`src/rtl/bcrs_pkg.sv`:
```
// ============================================================================
// bcrs_pkg
// Shared constants, codes and types of the block cache read splitter.
// ============================================================================
package bcrs_pkg;

    localparam int unsigned MAX_BLOCKS  = 65536;
    localparam int unsigned OFFSET_BITS = 40;

    localparam int unsigned IDX_W  = $clog2(MAX_BLOCKS);
    localparam int unsigned OFF_W  = OFFSET_BITS;
    localparam int unsigned FLEN_W = 40;
    localparam int unsigned LEN_W  = 19;
    localparam int unsigned BLK_W  = 25;
    localparam int unsigned OIB_W  = 24;
    localparam int unsigned TOL_W  = 8;
    localparam int unsigned NW_W   = 24;
    localparam int unsigned END_W  = OFF_W + 1;
    localparam int unsigned WIN_W  = OFF_W + 2;
    localparam int unsigned DIV_W  = (OFF_W > BLK_W + IDX_W - 1) ? OFF_W : BLK_W + IDX_W - 1;
    localparam int unsigned CAP_W  = (END_W > BLK_W + IDX_W) ? END_W : BLK_W + IDX_W;
    localparam int unsigned CNT_W  = (IDX_W > 1) ? $clog2(IDX_W) : 1;

    localparam int unsigned CFG_IDX_W  = 8;
    localparam int unsigned CFG_DATA_W = 40;

    localparam int unsigned QUEUE_DEPTH = 2;
    localparam int unsigned QPTR_W      = $clog2(QUEUE_DEPTH);
    localparam int unsigned QCNT_W      = $clog2(QUEUE_DEPTH + 1);

    localparam logic [BLK_W-1:0] MIN_BLOCK     = BLK_W'(8192);
    localparam logic [BLK_W-1:0] MAX_BLOCK     = BLK_W'(16777216);
    localparam logic [BLK_W-1:0] DEFAULT_BLOCK = BLK_W'(1024 * 1024);
    localparam logic [NW_W-1:0]  DEFAULT_NEAR  = NW_W'((1024 * 1024) / 2);
    localparam logic [TOL_W-1:0] DEFAULT_TOL   = TOL_W'(5);
    localparam logic [LEN_W-1:0] MAX_LEN       = LEN_W'(262144);

    localparam logic [CFG_IDX_W-1:0] REG_FILE_LENGTH    = CFG_IDX_W'(0);
    localparam logic [CFG_IDX_W-1:0] REG_BLOCK_BYTES    = CFG_IDX_W'(1);
    localparam logic [CFG_IDX_W-1:0] REG_JUMP_TOLERANCE = CFG_IDX_W'(2);
    localparam logic [CFG_IDX_W-1:0] REG_NEAR_WINDOW    = CFG_IDX_W'(3);

    typedef enum logic [1:0] {
        ST_OK,
        ST_BEYOND_END,
        ST_NO_CAPACITY
    } status_t;

    typedef enum logic [1:0] {
        ACT_CACHED,
        ACT_FILL,
        ACT_BYPASS
    } action_t;

    typedef enum logic [2:0] {
        K_ERROR,
        K_BYPASS,
        K_EMPTY,
        K_CAPACITY,
        K_SPLIT
    } kind_t;

    typedef enum logic [1:0] {
        F_IDLE,
        F_WINDOW,
        F_PUSH
    } front_state_t;

    typedef enum logic [2:0] {
        B_CLEAR,
        B_IDLE,
        B_DIVIDE,
        B_ALIGN,
        B_LOOKUP,
        B_EMIT
    } back_state_t;

    typedef struct packed {
        kind_t             kind;
        logic [OFF_W-1:0]  start;
        logic [LEN_W-1:0]  len;
    } job_t;

    typedef struct packed {
        logic [FLEN_W-1:0] file_length;
        logic [BLK_W-1:0]  blk;
        logic [TOL_W-1:0]  tol;
        logic [NW_W-1:0]   near_window;
    } cfg_t;

endpackage

```
`src/rtl/bcrs_fifo.sv`:
```
// ============================================================================
// bcrs_fifo
// Short job queue between the classifying front and the splitting back.
// ============================================================================
module bcrs_fifo import bcrs_pkg::*; (
    input  logic clk,
    input  logic rst_n,
    input  logic push_valid,
    output logic push_ready,
    input  job_t push_data,
    output logic pop_valid,
    input  logic pop_ready,
    output job_t pop_data
);

    job_t                slot_reg [QUEUE_DEPTH];
    logic [QPTR_W-1:0]   wr_ptr_reg;
    logic [QPTR_W-1:0]   rd_ptr_reg;
    logic [QCNT_W-1:0]   count_reg;
    logic                push;
    logic                pop;

    assign push_ready = (count_reg != QCNT_W'(QUEUE_DEPTH));
    assign pop_valid  = (count_reg != '0);
    assign pop_data   = slot_reg[rd_ptr_reg];
    assign push       = push_valid && push_ready;
    assign pop        = pop_valid && pop_ready;

    always_ff @(posedge clk)
    begin
        if (push)
        begin
            slot_reg[wr_ptr_reg] <= push_data;
        end
    end

    always_ff @(posedge clk or negedge rst_n)
    begin
        if (!rst_n)
        begin
            wr_ptr_reg <= '0;
            rd_ptr_reg <= '0;
            count_reg  <= '0;
        end
        else
        begin
            if (push)
            begin
                wr_ptr_reg <= (wr_ptr_reg == QPTR_W'(QUEUE_DEPTH - 1)) ? '0 : wr_ptr_reg + 1'b1;
            end
            if (pop)
            begin
                rd_ptr_reg <= (rd_ptr_reg == QPTR_W'(QUEUE_DEPTH - 1)) ? '0 : rd_ptr_reg + 1'b1;
            end
            if (push && !pop)
            begin
                count_reg <= count_reg + 1'b1;
            end
            else if (pop && !push)
            begin
                count_reg <= count_reg - 1'b1;
            end
        end
    end

endmodule

```
`config.mk`:
```
export PLATFORM = sky130hd
export DESIGN_NAME = bcrs_fifo
export DESIGN_NICKNAME = d
export VERILOG_FILES = /design/src/rtl/bcrs_pkg.sv /design/src/rtl/bcrs_fifo.sv
export SDC_FILE = /design/constraint.sdc
export NUM_CORES = 1
export LEC_CHECK = 0
export ABC_AREA = 1
export BUFFER_PORTS_ARGS = -buffer_cell sky130_fd_sc_hd__buf_4
export CORE_UTILIZATION = 56
export DETAILED_ROUTE_END_ITERATION = 10
export HOLD_SLACK_MARGIN = 0.06
export PLACE_DENSITY = 0.84
export SYNTH_ARGS = -nofsm -noshare
export SYNTH_HDL_FRONTEND = slang
export SYNTH_SLANG_ARGS = --single-unit
export TNS_END_PERCENT = 50
```
`constraint.sdc`:
```
create_clock -name clk -period 7.6 [get_ports clk]
set_input_delay 1.52 -clock clk [delete_from_list [all_inputs] [get_ports clk]]
set_output_delay 1.52 -clock clk [all_outputs]
set_load 0.05 [all_outputs]
```
======== Yosys cells after proc, flatten, opt, wreduce, memory -nomap -nowiden ========
Memory sizes are Yosys's and may differ from the RTL's.
Index checks and enable logic that the tools add are counted.
cells by class
  reductions and logical operators ........ 8
  muxes and demuxes ....................... 6
  eq/ne operators ......................... 1
  add/subtract/negate cells ............... 4
operator list
  operator               count
  $logic_and A1 B1 Y1    4
  $mux W1                4
  $mux W2                2
  $reduce_bool A2 Y1     2
  $add A1 B1 Y1 const B  2
  $add A2 B1 Y2 const B  1
  $logic_not A1 Y1       2
  $ne A2 B2 Y1 const B   1
  $sub A2 B1 Y2 const B  1
storage, ports and cells
  output and inout bits ................... 64
  register bits after elaboration ......... 4
  word-level logic and storage cells ...... 23
  memories kept ........................... 1
  RAM bits ................................ 124
  bits of input ports ..................... 66
memory list
  memory    depth  bits a word  rd ports  clocked after Yosys merged registers in  write ports  line             text
  slot_reg  2      62           1         0                                        1            bcrs_fifo.sv:16  job_t slot_reg [QUEUE_DEPTH];

======== Logic depth before layout (Yosys ltp) ========
  word-level depth ........................ 6
  gate-level depth with buffers ........... 10
  mapped depth without buffers ............ 10

======== Least setup slack after synthesis ========
Ideal clock, no wire load.
  kind .................................... input to register
  from .................................... input push_valid
  to ...................................... memory slot_reg[0][0] (netlist name) (enable)
  setup slack ............................. 2904 ps
  library setup time ...................... 482 ps
  path buffers ............................ 0
  arrival time ............................ 4214 ps
  required time ........................... 7118 ps
  cell stages on the path ................. 2
  cell sequence ........................... nand2_2 -> nor2_1
between the ends
  cells in the longest elaborated chain, start to end .. 3
ends and longest elaborated chain
  what                           line             text
  start: declaration             bcrs_fifo.sv:8   input logic push_valid,
  $logic_and A1 B1 Y1            bcrs_fifo.sv:26  assign push = push_valid && push_ready;
  $mux W1                        bcrs_fifo.sv:31  if (push)
  $mux W1 (implied by the code)  bcrs_fifo.sv:33  slot_reg[wr_ptr_reg] <= push_data;
  end: declaration               bcrs_fifo.sv:16
No other way between the ends.

==> results.cfg <==
[status]
status = finished clean

[sta]
slew_viol_final = 0
min_period_over_period_pct = 47.3
worst_pin_slew_ns = 0.825
finalSetupViolations = 0
rsz0062_at_grt = no
hold_viol = 0
min_period_ns = 3.59
finClkSkew_ns = 0.0204
totalNegativeSetupSlack_ns = 0
fmax_mhz = 278
slew_headroom_pct = 44.9

[synthesis]
synth_cell_types = 14
synth_warnings = 0
synth_top_area_share_pct = 78.0
syn_area_per_cell_um2 = 13.6
synth_edf_count = 124
synth.largest_area_cell = edfxtp_1
synth.area.top_cells = edfxtp_1 78%, nand2_1 15%, dfrtp_1 2.1%
ys_seq_area_share_pct = 80.1
yosysMostFrequentCell = nand2_1
netlist_area_um2 = 4770
ys_top_cells_by_count = 195 x nand2_1, 124 x edfxtp_1, 7 x buf_6, 6 x buf_4, 6 x inv_1
synth_nets = 419
ys.flop_type = edfxtp_1
synth_seq_cells = 128
async_flop_share_pct = 3.13
syn_inst = 352

[setup_path]
reg2reg_to = slot_reg[1][20]
startpoint = rd_ptr_reg
worstPathMaxFanout = 42
worstPathArrival_ns = 2.07
r2r-start = count_reg[0]
start_kind = flop
r2r_slack_ns = 5.29
critPathBufInv = 2
cp_num_cells = 4
cp.required_ns = 6.08
ff2ff_path_depth = 5
critical_path.endpoint = pop_data[29]
cp_slowest_cell = dfrtp_2
worst_path_largest_cell_delay_ns = 0.66
cpLargestDelayFamily = buffers and inverters
path_cells = buf_4, nand2_1, nand2_1, buf_4
endpoint_kind = primary output
critPathKind = reg -> out

[layout]
largest_reg_flops = 124
drive_above_1_share_pct = 33.6
seq_area_um2 = 3820
nNetsFinal = 557
fin_util_pct = 77.7
final_cells = 608
fill_cells = 480
multi_input_area_um2 = 807
antenna-diode-count = 0
synthToLayoutAreaGrowth_pct = 33.8

[routing]
drtPass1Iterations = 5
post_drt_wl_per_cell_um = 14.7
wl_mm = 8.94
viasPerCell = 4.91
route.detailed.drc = 0
ant_nets = 0
drt_iter0_markers = 133
dr_total_vias = 2987

[cts]
post_cts_resized = 0
cts_hold_buf = 0
cts_setup_buffers = 0
clock_sinks = 128
cts_root_buf = clkbuf_8
cts_max_path_buffers = 2
cts_htree_levels = 4
path_clk_slew_ns = 0.06
tritoncts = done
numCtsBuffers = 17
clock_latency_ns = 0.51

[flow_run]
max-cap-violations = 0

[global_route]
grt_pass1_wl_mm = 13.7
grtUsageTotal_pct = 21.5
grtUsageMet1_pct = 24.5
antenna_found_initial = 0
grt_max_degree = 64
met2_usage_pct = 36.5
busiest_layer = met2
grtUsageMet3_pct = 8.09
overflow = 0
grt_pass1_vias = 3042

[placement]
gp_congestion = 0.670
dp.cells = 576
place_hpwl_mm = 5.60
port_buffers = 129

[floorplan]
dieArea_um2 = 8890
initial_core_util_pct = 58.1
dieWidth_um = 94.3
die_height_um = 94.3
pin_count = 130
fp.coreArea_um2 = 8220
row_count = 33

[pwr]
totalPowerFinal_mw = 3.19
powerDensity_nw_per_um2 = 500
max-vdd-ir-drop_mv = 0.365
leakage_nw = 2.75

[hold_path]
worst_hold_path_type = reg -> reg
==> placed cells by master, fill, tap and decap left out, drive strengths merged <==
| cell | netlist | layout |
|---|---|---|
| xnor2 | 1 | 1 |
| clkinv | 0 | 4 |
| clkinvlp | 0 | 4 |
| ha | 1 | 1 |
| nor2 | 2 | 2 |
| dfrtp | 4 | 4 |
| nand3 | 2 | 2 |
| nand4 | 1 | 1 |
| xor2 | 1 | 1 |
| inv | 7 | 11 |
| bufinv | 0 | 3 |
| edfxtp | 124 | 124 |
| clkbuf | 0 | 17 |
| nand2 | 196 | 196 |
| buf | 13 | 132 |
==> power by group <==
group	leakage, nW	total (mW)	internal [mW]	switching, mW
sequential	1.20	1.03	0.967	0.0613
clock	0.282	0.800	0.503	0.297
combinational	1.27	1.36	0.344	1.02
==> metrics by stage <==
stage,instance area (um2),setup WS (ns),hold WS (ns)
after floorplan,4770,2.90,0.462
after global placement,5790,4.27,0.475
after detailed placement,5790,4.26,0.499
after CTS,6380,3.96,0.512
after global routing,6380,3.86,0.542
final,6380,4.01,0.511
==> metal layers <==
layer | up-vias | share of wire [%]
li1 | 1458 | -
met1 | 1420 | 40
met2 | 101 | 52
met3 | 8 | 7.1
met4 | 0 | 0.97
met5 | - | 0
==> how the worst min path moves through the flow <==
stage                  from           end  slack [ns]  cells past startpoint
3_3_place_gp   count_reg[1]  count_reg[1]        0.48                      2
5_1_grt        count_reg[1]  count_reg[1]        0.54                      2
3_5_place_dp   count_reg[1]  count_reg[1]        0.50                      2
4_1_cts        count_reg[1]  count_reg[1]        0.51                      2
2_1_floorplan  count_reg[1]  count_reg[1]        0.46                      2
6_report       count_reg[1]  count_reg[1]        0.51                      2
==> worst min-delay path: stages, from the launching register on <==
cell	delay (ns)
dfrtp_1	0.36
nand2_1	0.07
nand2_1	0.05
==> cells by family (layout without fill, tap and decap cells) <==
| group | count (synthesis) | count (layout) | share of synthesized area [%] |
|---|---|---|---|
| XOR/XNOR | 2 | 2 | 0.367 |
| AND/OR/NAND/NOR | 201 | 201 | 16.0 |
| flip-flops | 128 | 128 | 80.1 |
| buffers and inverters | 20 | 171 | 3.25 |
| adder cells (fa/ha/maj) | 1 | 1 | 0.262 |
==> area by class of cell <==
cell class / count / area share, %
timing repair buffer: 132 / 15.5
clock buffer: 17 / 6.49
tap: 105 / 2.06
clock inverter: 15 / 2.86
sequential: 128 / 59.9
inverter: 7 / 0.490
multi-input combinational: 204 / 12.6
Note: power is estimated with default switching activity, not from simulation.
