--- src/rtl/bcrs_pkg.sv ---
// ============================================================================
// bcrs_pkg
// Shared constants, codes and types of the block cache read splitter.
// ============================================================================
package bcrs_pkg;

    localparam int unsigned MAX_BLOCKS  = 65536;
    localparam int unsigned OFFSET_BITS = 40;

    localparam int unsigned IDX_W  = $clog2(MAX_BLOCKS);
    localparam int unsigned OFF_W  = OFFSET_BITS;
    localparam int unsigned FLEN_W = 40;
    localparam int unsigned LEN_W  = 19;
    localparam int unsigned BLK_W  = 25;
    localparam int unsigned OIB_W  = 24;
    localparam int unsigned TOL_W  = 8;
    localparam int unsigned NW_W   = 24;
    localparam int unsigned END_W  = OFF_W + 1;
    localparam int unsigned WIN_W  = OFF_W + 2;
    localparam int unsigned DIV_W  = (OFF_W > BLK_W + IDX_W - 1) ? OFF_W : BLK_W + IDX_W - 1;
    localparam int unsigned CAP_W  = (END_W > BLK_W + IDX_W) ? END_W : BLK_W + IDX_W;
    localparam int unsigned CNT_W  = (IDX_W > 1) ? $clog2(IDX_W) : 1;

    localparam int unsigned CFG_IDX_W  = 8;
    localparam int unsigned CFG_DATA_W = 40;

    localparam int unsigned QUEUE_DEPTH = 2;
    localparam int unsigned QPTR_W      = $clog2(QUEUE_DEPTH);
    localparam int unsigned QCNT_W      = $clog2(QUEUE_DEPTH + 1);

    localparam logic [BLK_W-1:0] MIN_BLOCK     = BLK_W'(8192);
    localparam logic [BLK_W-1:0] MAX_BLOCK     = BLK_W'(16777216);
    localparam logic [BLK_W-1:0] DEFAULT_BLOCK = BLK_W'(1024 * 1024);
    localparam logic [NW_W-1:0]  DEFAULT_NEAR  = NW_W'((1024 * 1024) / 2);
    localparam logic [TOL_W-1:0] DEFAULT_TOL   = TOL_W'(5);
    localparam logic [LEN_W-1:0] MAX_LEN       = LEN_W'(262144);

    localparam logic [CFG_IDX_W-1:0] REG_FILE_LENGTH    = CFG_IDX_W'(0);
    localparam logic [CFG_IDX_W-1:0] REG_BLOCK_BYTES    = CFG_IDX_W'(1);
    localparam logic [CFG_IDX_W-1:0] REG_JUMP_TOLERANCE = CFG_IDX_W'(2);
    localparam logic [CFG_IDX_W-1:0] REG_NEAR_WINDOW    = CFG_IDX_W'(3);

    typedef enum logic [1:0] {
        ST_OK,
        ST_BEYOND_END,
        ST_NO_CAPACITY
    } status_t;

    typedef enum logic [1:0] {
        ACT_CACHED,
        ACT_FILL,
        ACT_BYPASS
    } action_t;

    typedef enum logic [2:0] {
        K_ERROR,
        K_BYPASS,
        K_EMPTY,
        K_CAPACITY,
        K_SPLIT
    } kind_t;

    typedef enum logic [1:0] {
        F_IDLE,
        F_WINDOW,
        F_PUSH
    } front_state_t;

    typedef enum logic [2:0] {
        B_CLEAR,
        B_IDLE,
        B_DIVIDE,
        B_ALIGN,
        B_LOOKUP,
        B_EMIT
    } back_state_t;

    typedef struct packed {
        kind_t             kind;
        logic [OFF_W-1:0]  start;
        logic [LEN_W-1:0]  len;
    } job_t;

    typedef struct packed {
        logic [FLEN_W-1:0] file_length;
        logic [BLK_W-1:0]  blk;
        logic [TOL_W-1:0]  tol;
        logic [NW_W-1:0]   near_window;
    } cfg_t;

endpackage

--- src/rtl/bcrs_req_if.sv ---
// ============================================================================
// bcrs_req_if
// Read request channel: valid/ready with start offset and length.
// ============================================================================
interface bcrs_req_if;
    import bcrs_pkg::*;

    logic              valid;
    logic              ready;
    logic [OFF_W-1:0]  start_offset;
    logic [LEN_W-1:0]  length;

    modport source (output valid, output start_offset, output length, input ready);
    modport sink   (input valid, input start_offset, input length, output ready);
endinterface

--- src/rtl/bcrs_front.sv ---
// ============================================================================
// bcrs_front
// Accept requests, run the window detector and classify each request.
// ============================================================================
module bcrs_front import bcrs_pkg::*; (
    input  logic          clk,
    input  logic          rst_n,
    input  cfg_t          cfg,
    input  logic          enable,
    bcrs_req_if.sink      req,
    output logic          job_valid,
    input  logic          job_ready,
    output job_t          job
);

    front_state_t      state_reg, state_next;
    logic [OFF_W-1:0]  start_reg;
    logic [LEN_W-1:0]  len_reg;
    logic [END_W-1:0]  end_reg;
    logic              err_reg;
    logic              near_reg;
    logic [OFF_W-1:0]  prev_off_reg;
    logic [LEN_W-1:0]  prev_len_reg;
    logic [TOL_W-1:0]  jump_reg;

    logic [LEN_W-1:0]  len_c;
    logic [END_W-1:0]  end_c;
    logic [OFF_W-1:0]  lower_c;
    logic [WIN_W-1:0]  upper_c;
    logic              near_c;
    logic              err_c;
    logic [TOL_W-1:0]  jump_next_c;
    logic              random_c;
    logic              cap_c;
    logic              accept;
    logic              push;

    assign len_c  = (req.length > MAX_LEN) ? MAX_LEN : req.length;
    assign accept = req.valid && req.ready;
    assign push   = job_valid && job_ready;

    // window detector terms
    assign end_c   = END_W'(start_reg) + END_W'(len_reg);
    assign err_c   = end_c > END_W'(cfg.file_length);
    assign lower_c = (prev_off_reg > OFF_W'(cfg.near_window))
                   ? prev_off_reg - OFF_W'(cfg.near_window) : '0;
    assign upper_c = WIN_W'(prev_off_reg) + WIN_W'(prev_len_reg) + WIN_W'(cfg.near_window);
    assign near_c  = (WIN_W'(start_reg) <= upper_c) && (WIN_W'(lower_c) <= WIN_W'(end_c));

    // classification terms
    assign jump_next_c = near_reg ? '0 : ((jump_reg == '1) ? jump_reg : jump_reg + 1'b1);
    assign random_c    = (jump_next_c > cfg.tol) && (BLK_W'(len_reg) < (cfg.blk >> 3));
    assign cap_c       = CAP_W'(end_reg - 1'b1) >= (CAP_W'(cfg.blk) << IDX_W);

    always_comb
    begin
        state_next = state_reg;
        req.ready  = 1'b0;
        job_valid  = 1'b0;
        job.start  = start_reg;
        job.len    = len_reg;
        if (err_reg)
        begin
            job.kind = K_ERROR;
        end
        else if (random_c)
        begin
            job.kind = K_BYPASS;
        end
        else if (len_reg == '0)
        begin
            job.kind = K_EMPTY;
        end
        else if (cap_c)
        begin
            job.kind = K_CAPACITY;
        end
        else
        begin
            job.kind = K_SPLIT;
        end

        case (state_reg)
            F_IDLE:
            begin
                req.ready = enable;
                if (accept)
                begin
                    state_next = F_WINDOW;
                end
            end
            F_WINDOW:
            begin
                state_next = F_PUSH;
            end
            F_PUSH:
            begin
                job_valid = 1'b1;
                if (job_ready)
                begin
                    state_next = F_IDLE;
                end
            end
            default:
            begin
                state_next = F_IDLE;
            end
        endcase
    end

    always_ff @(posedge clk)
    begin
        if (accept)
        begin
            start_reg <= req.start_offset;
            len_reg   <= len_c;
        end
        if (state_reg == F_WINDOW)
        begin
            end_reg  <= end_c;
            err_reg  <= err_c;
            near_reg <= near_c;
        end
    end

    always_ff @(posedge clk or negedge rst_n)
    begin
        if (!rst_n)
        begin
            state_reg    <= F_IDLE;
            prev_off_reg <= '0;
            prev_len_reg <= '0;
            jump_reg     <= '0;
        end
        else
        begin
            state_reg <= state_next;
            // a request beyond the file end leaves the window untouched
            if (push && !err_reg)
            begin
                jump_reg     <= jump_next_c;
                prev_off_reg <= start_reg;
                prev_len_reg <= len_reg;
            end
        end
    end

endmodule

--- src/flat_wrapper.sv ---
// flat-port wrapper written by rule: the top's interface ports become plain ports
module bcrs_front_flat import bcrs_pkg::*;
  (clk, rst_n, cfg, enable, job_valid, job_ready, job, req_valid, req_start_offset, req_length, req_ready);
  bcrs_req_if req_i ();
  input  logic clk;
  input  logic rst_n;
  input  cfg_t cfg;
  input  logic enable;
  output logic job_valid;
  input  logic job_ready;
  output job_t job;
  input wire logic [$bits(req_i.valid)-1:0] req_valid;
  input wire logic [$bits(req_i.start_offset)-1:0] req_start_offset;
  input wire logic [$bits(req_i.length)-1:0] req_length;
  output wire logic [$bits(req_i.ready)-1:0] req_ready;
  assign req_i.valid = req_valid;
  assign req_i.start_offset = req_start_offset;
  assign req_i.length = req_length;
  assign req_ready = req_i.ready;
  bcrs_front u_core (.clk(clk), .rst_n(rst_n), .cfg(cfg), .enable(enable), .req(req_i), .job_valid(job_valid), .job_ready(job_ready), .job(job));
endmodule
--- config.mk ---
export PLATFORM = sky130hd
export DESIGN_NAME = bcrs_front_flat
export DESIGN_NICKNAME = d
export VERILOG_FILES = /design/src/rtl/bcrs_pkg.sv /design/src/rtl/bcrs_req_if.sv /design/src/rtl/bcrs_front.sv /design/src/flat_wrapper.sv
export SDC_FILE = /design/constraint.sdc
export NUM_CORES = 1
export LEC_CHECK = 0
export BUFFER_PORTS_ARGS = -buffer_cell sky130_fd_sc_hd__buf_2
export CAP_MARGIN = 20
export CORE_UTILIZATION = 49
export DETAILED_ROUTE_END_ITERATION = 10
export MAX_ROUTING_LAYER = met4
export PLACE_DENSITY = 0.72
export SYNTH_ARGS = -nofsm -noshare
export SYNTH_HDL_FRONTEND = slang
export SYNTH_SLANG_ARGS = --single-unit
export TNS_END_PERCENT = 5
--- constraint.sdc ---
create_clock -name clk -period 10.36 [get_ports clk]
set_clock_uncertainty 0.15 [all_clocks]
set_input_delay 1.036 -clock clk [delete_from_list [all_inputs] [get_ports clk]]
set_output_delay 1.036 -clock clk [all_outputs]
set_load 0.01 [all_outputs]
# [Yosys cells after proc, flatten, opt, wreduce, memory -nomap -nowiden]
# Index checks and enable logic that the tools add are counted.
[totals] reg_bits=171 inputBits=161 out_inout_bits=64 word_cells=49
[classes] add_sub_neg=6 magnitude_cmp=8 eq_ne=5 mux=12 n_reduce_logical=9
[op_table] op="40-bit by 19-bit adder with 41-bit output" n=2
[op_table] op="42-bit by 24-bit adder with 42-bit output" n=1
[op_table] op="40-bit by 42-bit <= comparator with 1-bit output" n=1
[op_table] op="41-bit greater-or-equal comparator" n=1
[op_table] op="41-bit by 40-bit greater-than comparator with 1-bit output" n=1
[op_table] op="40-bit by 41-bit <= comparator with 1-bit output" n=1
[op_table] op="41-bit by 1-bit subtractor with 41-bit output (second input constant)" n=1
[op_table] op="40-bit by 24-bit greater-than comparator with 1-bit output" n=1
[op_table] op="40-bit two-way mux" n=1
[op_table] op="40-bit by 24-bit subtractor with 40-bit output" n=1
[op_table] op="19-bit by 22-bit less-than comparator with 1-bit output" n=1
[op_table] op="19-bit greater-than comparator (second input constant)" n=1
[op_table] op="19-bit zero test" n=1
[op_table] op="8-bit two-way mux" n=2
[op_table] op="3-bit two-way mux" n=4
[op_table] op="8-bit by 1-bit adder with 8-bit output (second input constant)" n=1
[op_table] op="8-bit == test (second input constant)" n=1
[op_table] op="8-bit greater-than comparator" n=1
[op_table] op="2-bit one-hot mux with 3 select lines" n=1
[op_table] op="1-bit logical AND" n=5
[op_table] op="2-bit two-way mux" n=2
[op_table] op="2-bit by 1-bit == test with 1-bit output (second input constant)" n=1
[op_table] op="2-bit == test (second input constant)" n=1
[op_table] op="2-bit zero test" n=1
[op_table] op="5 further kinds" n=6

# [Depth between registers and ports, before layout]
[logic_depth] depth_word=7 mapped_depth=29

# [Least setup slack after synthesis]
# Ideal clock, no wire load.
[synth_timing] kind="reg-to-reg" start="register u_core.prev_len_reg[0]" end="register u_core.near_reg (data pin)" setup_ns=0.146 arrival_time_ns=5.464 slack_ns=4.601 path_stages_with_launch=27 path_buffers=0 path_cell_list="dfrtp_1 -> ha_1 -> inv_1 -> fa_1 -> nand2b_1 -> a21oi_1 -> o2111ai_1 -> a31oi_1 -> o21a_1 -> nor2_1 -> ha_1 -> and4_1 -> and3_1 -> and2_1 -> o311a_1 -> o22a_1 -> and3_1 -> nor3b_1 -> nand3_1 -> xnor2_1 -> ha_1 -> a21o_1 -> a21o_1 -> a2111oi_0 -> nor2b_1 -> a41oi_1 -> a21oi_1"
[synth_between] elab_chain_len=4
[synth_lines] item="start, declared" line="bcrs_front.sv:23" source="logic [LEN_W-1:0] prev_len_reg;"
[synth_lines] item="start signal, assigned" line="bcrs_front.sv:143" source="prev_len_reg <= len_reg;"
[synth_lines] item="40-bit by 19-bit adder with 41-bit output" line="bcrs_front.sv:47" source="assign upper_c = WIN_W'(prev_off_reg) + WIN_W'(prev_len_reg) + WIN_W'(cfg.near_window);"
[synth_lines] item="42-bit by 24-bit adder with 42-bit output" line="bcrs_front.sv:47"
[synth_lines] item="40-bit by 42-bit <= comparator with 1-bit output" line="bcrs_front.sv:48" source="assign near_c = (WIN_W'(start_reg) <= upper_c) && (WIN_W'(lower_c) <= WIN_W'(end_c));"
[synth_lines] item="1-bit logical AND" line="bcrs_front.sv:48"
[synth_lines] item="named net u_core.near_c" line="bcrs_front.sv:30" source="logic near_c;"
[synth_lines] item="end signal, assigned" line="bcrs_front.sv:122" source="near_reg <= near_c;"
[synth_lines] item="end, declared" line="bcrs_front.sv:21" source="logic near_reg;"
# The timed path passes the listed nets, and every way through them passes these cells.
# A chain may end at the register's enable or synchronous reset.

# [Worst setup path after layout]
[layout_timing] start="register u_core.prev_off_reg[0]" end="register u_core.near_reg (data pin)"
[layout_between] elab_chain_len=4
[layout_lines] item="start, declared" line="bcrs_front.sv:22" source="logic [OFF_W-1:0] prev_off_reg;"
[layout_lines] item="start signal, assigned" line="bcrs_front.sv:142" source="prev_off_reg <= start_reg;"
[layout_lines] item="40-bit by 19-bit adder with 41-bit output (tied with other cells)" line="bcrs_front.sv:47"
[layout_lines] item="42-bit by 24-bit adder with 42-bit output or 40-bit two-way mux (tied branches)" line="bcrs_front.sv:47, bcrs_front.sv:46"
[layout_lines] item="40-bit by 42-bit <= comparator with 1-bit output or 40-bit by 41-bit <= comparator with 1-bit output (tied branches)" line="bcrs_front.sv:48"
[layout_lines] item="1-bit logical AND (*)" line="bcrs_front.sv:48"
[layout_lines] item="named net u_core.near_c" line="bcrs_front.sv:30"
# Mark *: on every way through the listed nets, which the timed path passes. The rest lies on a longest branch.

==> impl_metrics.ini <==
[logic_synthesis]
ys_types = 78
synth-edff-count = 102
seq_area_frac_synth = 0.282
yosys.cell_count.top_type = nand2_1
yosys-top-cells-count = nand2_1 (277), ha_1 (258), inv_1 (164)
synth_area_leaders = ha_1 (19%), edfxtp_1 (18%), dfrtp_1 (10%)
syn-cell-area_um2 = 17000
synthCells = 1994
synth_ff_type = edfxtp_1
synth_top_area_cell = ha_1
syn_nets = 2417
async_flop_share = 0.404
yosysTopAreaCellShare = 0.190
synth_seq_cells = 171
postSynthAreaPerCell_um2 = 8.51
synth_warnings = 0

[clock_network]
cts.path.max_buffers = 2
clockRootBuffer = clkbuf_16
holdBufCountCts = 0
htree_levels = 4
cts.sinks = 171
cts_resized = 0
clk_pin_slew_ns = 0.08
cts_setup_buffers = 0
cts_tree = built
worstSkewPairLatency_ns = 0.46
numCtsBuffers = 17

[power_and_ir_drop]
pwr-share-comb = 0.654
power_density_nw_per_um2 = 272
p_switching_mw = 2.52
swShare = 0.484
clkPwrFrac = 0.140
p_int_mw = 2.69
peakVddDrop_uv = 209
seqPwrFrac = 0.206
total_leakage_power_nw = 9.39
finalPower_mw = 5.21

[global_routing]
antenna_found_initial = 2
grt_max_degree = 70
grt_pass1_wl_um = 82500
grt-ovfl-total = 0
grt_use_met2 = 0.516
busiest_layer = met2
grt_pass1_vias = 14700
met3_usage = 0.0410
grtUsageTotal = 0.315
grtUsageMet1 = 0.401

[worst_setup_path]
worstPathMaxFanout = 6
crit_arrival_ns = 7.09
cp-start-kind = flip-flop
worst_ep_required_time_ns = 10.51
end_kind = flip-flop
crit_type = reg -> reg
rrSetupSlack_ns = 3.42

[route]
dr.pass1.iters = 5
finalWirelength_um = 54300
drc = 0
drt_first_iter_violations = 1233
avgRoutedWirePerCell_um = 20.4
vias = 15500
final_antenna_net_count = 0
viasPerCell = 5.83

[sta]
final-max-slew-violation-count = 0
setup_viol = 0
max-slew-margin-rel = 0.337
fin_setup_tns_ns = 0
finalCritPeriodShare = 0.670
grt_setup_unrepaired = no
worstMarginPinSlew_ns = 0.994
period_needed_ns = 6.94
fmax_mhz = 144
hold_viol_final = 0

[layout]
largest_reg_flops = 41
area_growth_pct = 13.0
drive_gt1_frac = 0.133
nNetsFinal = 2618

[status]
status = complete, no violations

[placement]
gp_congestion = 0.958
dp_hpwl_um = 44200
portBuffers = 224

[die]
fp.dieW_um = 188
die_h_um = 188
placementRows = 67
core_um2 = 33800
start_util = 0.502
die-area_um2 = 35400
ios = 225

[worst_hold_path]
hold_class = reg -> reg

[run]
cap_violations = 0
-- layout by cell type (no fill, tap or decap), types with 7 or more instances in the layout --
master     instances
nor3_1            32
nor4_1            23
nand2b_1          25
and2_1            21
edfxtp_1         102
o21a_1            28
clkbuf_16         17
buf_2            224
a21o_1            93
a31oi_1            9
o211ai_1          12
xnor2_1           90
o21ai_0           84
inv_1            164
nand4_1           57
and4_1             8
nand3_1           40
nor2_1           128
o21bai_1           9
a211oi_1          17
ha_1             258
dfrtp_1           69
a21oi_1          123
xor2_1            86
nor2b_1           35
and3_1            34
nand2_1          277
or2_2              7
-- final cells by class --
| type | count | area (um2) |
|---|---|---|
| repair buffers | 231 | 1170 |
| fillers | 3136 | 14600 |
| multi-input cells | 1610 | 11400 |
| well taps | 448 | 561 |
| flip-flops and latches | 171 | 4790 |
| clock buffers | 17 | 425 |
| clock inverters | 15 | 226 |
| diodes | 3 | 7.51 |
| inverters | 164 | 616 |
-- path summary, 6_finish.rpt --
check                                                    from                                   to  cells past startpoint
setup / recovery           u_core.prev_off_reg[0]$_DFFE_PN0P_            u_core.near_reg$_DFFE_PN_                     26
min in group asynchronous                               rst_n       u_core.jump_reg[5]$_DFFE_PN0P_                      2
hold / removal             u_core.prev_len_reg[8]$_DFFE_PN0P_   u_core.prev_len_reg[8]$_DFFE_PN0P_                      2
hold reg to reg            u_core.prev_len_reg[8]$_DFFE_PN0P_   u_core.prev_len_reg[8]$_DFFE_PN0P_                      2
max in group asynchronous                               rst_n  u_core.prev_off_reg[34]$_DFFE_PN0P_                      2
setup reg to reg           u_core.prev_off_reg[0]$_DFFE_PN0P_            u_core.near_reg$_DFFE_PN_                     26
-- power groups by stage --
stage | logic (mW) | clock network [mW] | registers (mW)
global route | 3.80 | 0.762 | 1.09
global placement | 3.28 | 0 | 1.08
CTS | 3.37 | 0.739 | 1.07
detailed placement | 3.34 | 0 | 1.08
finish | 3.41 | 0.731 | 1.07
floorplan | 2.50 | 0 | 0.966
-- metal layers --
layer  part of all wire  vias up
met1               0.44     7378
li1                   -     7530
met2               0.47      508
met4              0.028        0
met3              0.052       84
met5                  0        -
-- kinds of logic (layout without fill, tap and decap cells) --
| family | Yosys count | in the layout | synth area share |
|---|---|---|---|
| DFF | 171 | 171 | 0.282 |
| xor gates and xnor gates | 176 | 176 | 0.0908 |
| AOI/OAI and AO/OA | 434 | 434 | 0.167 |
| buffers and inverters | 213 | 427 | 0.0479 |
| other | 0 | 3 | 0 |
| adders and majority gates | 262 | 262 | 0.195 |
| muxes | 7 | 7 | 0.00442 |
| and+or+nand+nor | 731 | 731 | 0.213 |
-- critical path, stage by stage, from the launching register on --
cell and delay (ns):
dfrtp_1 0.37, ha_1 0.20, inv_1 0.07, fa_1 0.40, nand2b_1 0.18, a21oi_1 0.30, o2111ai_1 0.24, a31oi_1 0.50
o21a_1 0.23, nor2_1 0.06, ha_1 0.38, and4_1 0.26, and3_1 0.19, and2_1 0.15, o311a_1 0.18, o22a_1 0.19
and3_1 0.22, nor3b_1 0.66, nand3_1 0.18, xnor2_1 0.18, ha_1 0.18, a21o_1 0.15, a21o_1 0.17, a2111oi_0 0.54
nor2b_1 0.20, a41oi_1 0.11, a21oi_1 0.15
-- stage by stage --
stage | cells | area, um2 | hold WS, ns | setup slack, ns | utilization
final | 2659 | 19200 | 0.341 | 3.42 | 0.568
after global routing | 2658 | 19200 | 0.355 | 2.91 | 0.568
after CTS | 2655 | 19200 | 0.344 | 3.48 | 0.567
after detailed placement | 2623 | 18500 | 0.326 | 3.44 | 0.548
after global placement | 2623 | 18500 | 0.318 | 3.63 | 0.548
after floorplan | 1994 | 17000 | 0.303 | 4.60 | -
Power figures use the tool's default switching activity.
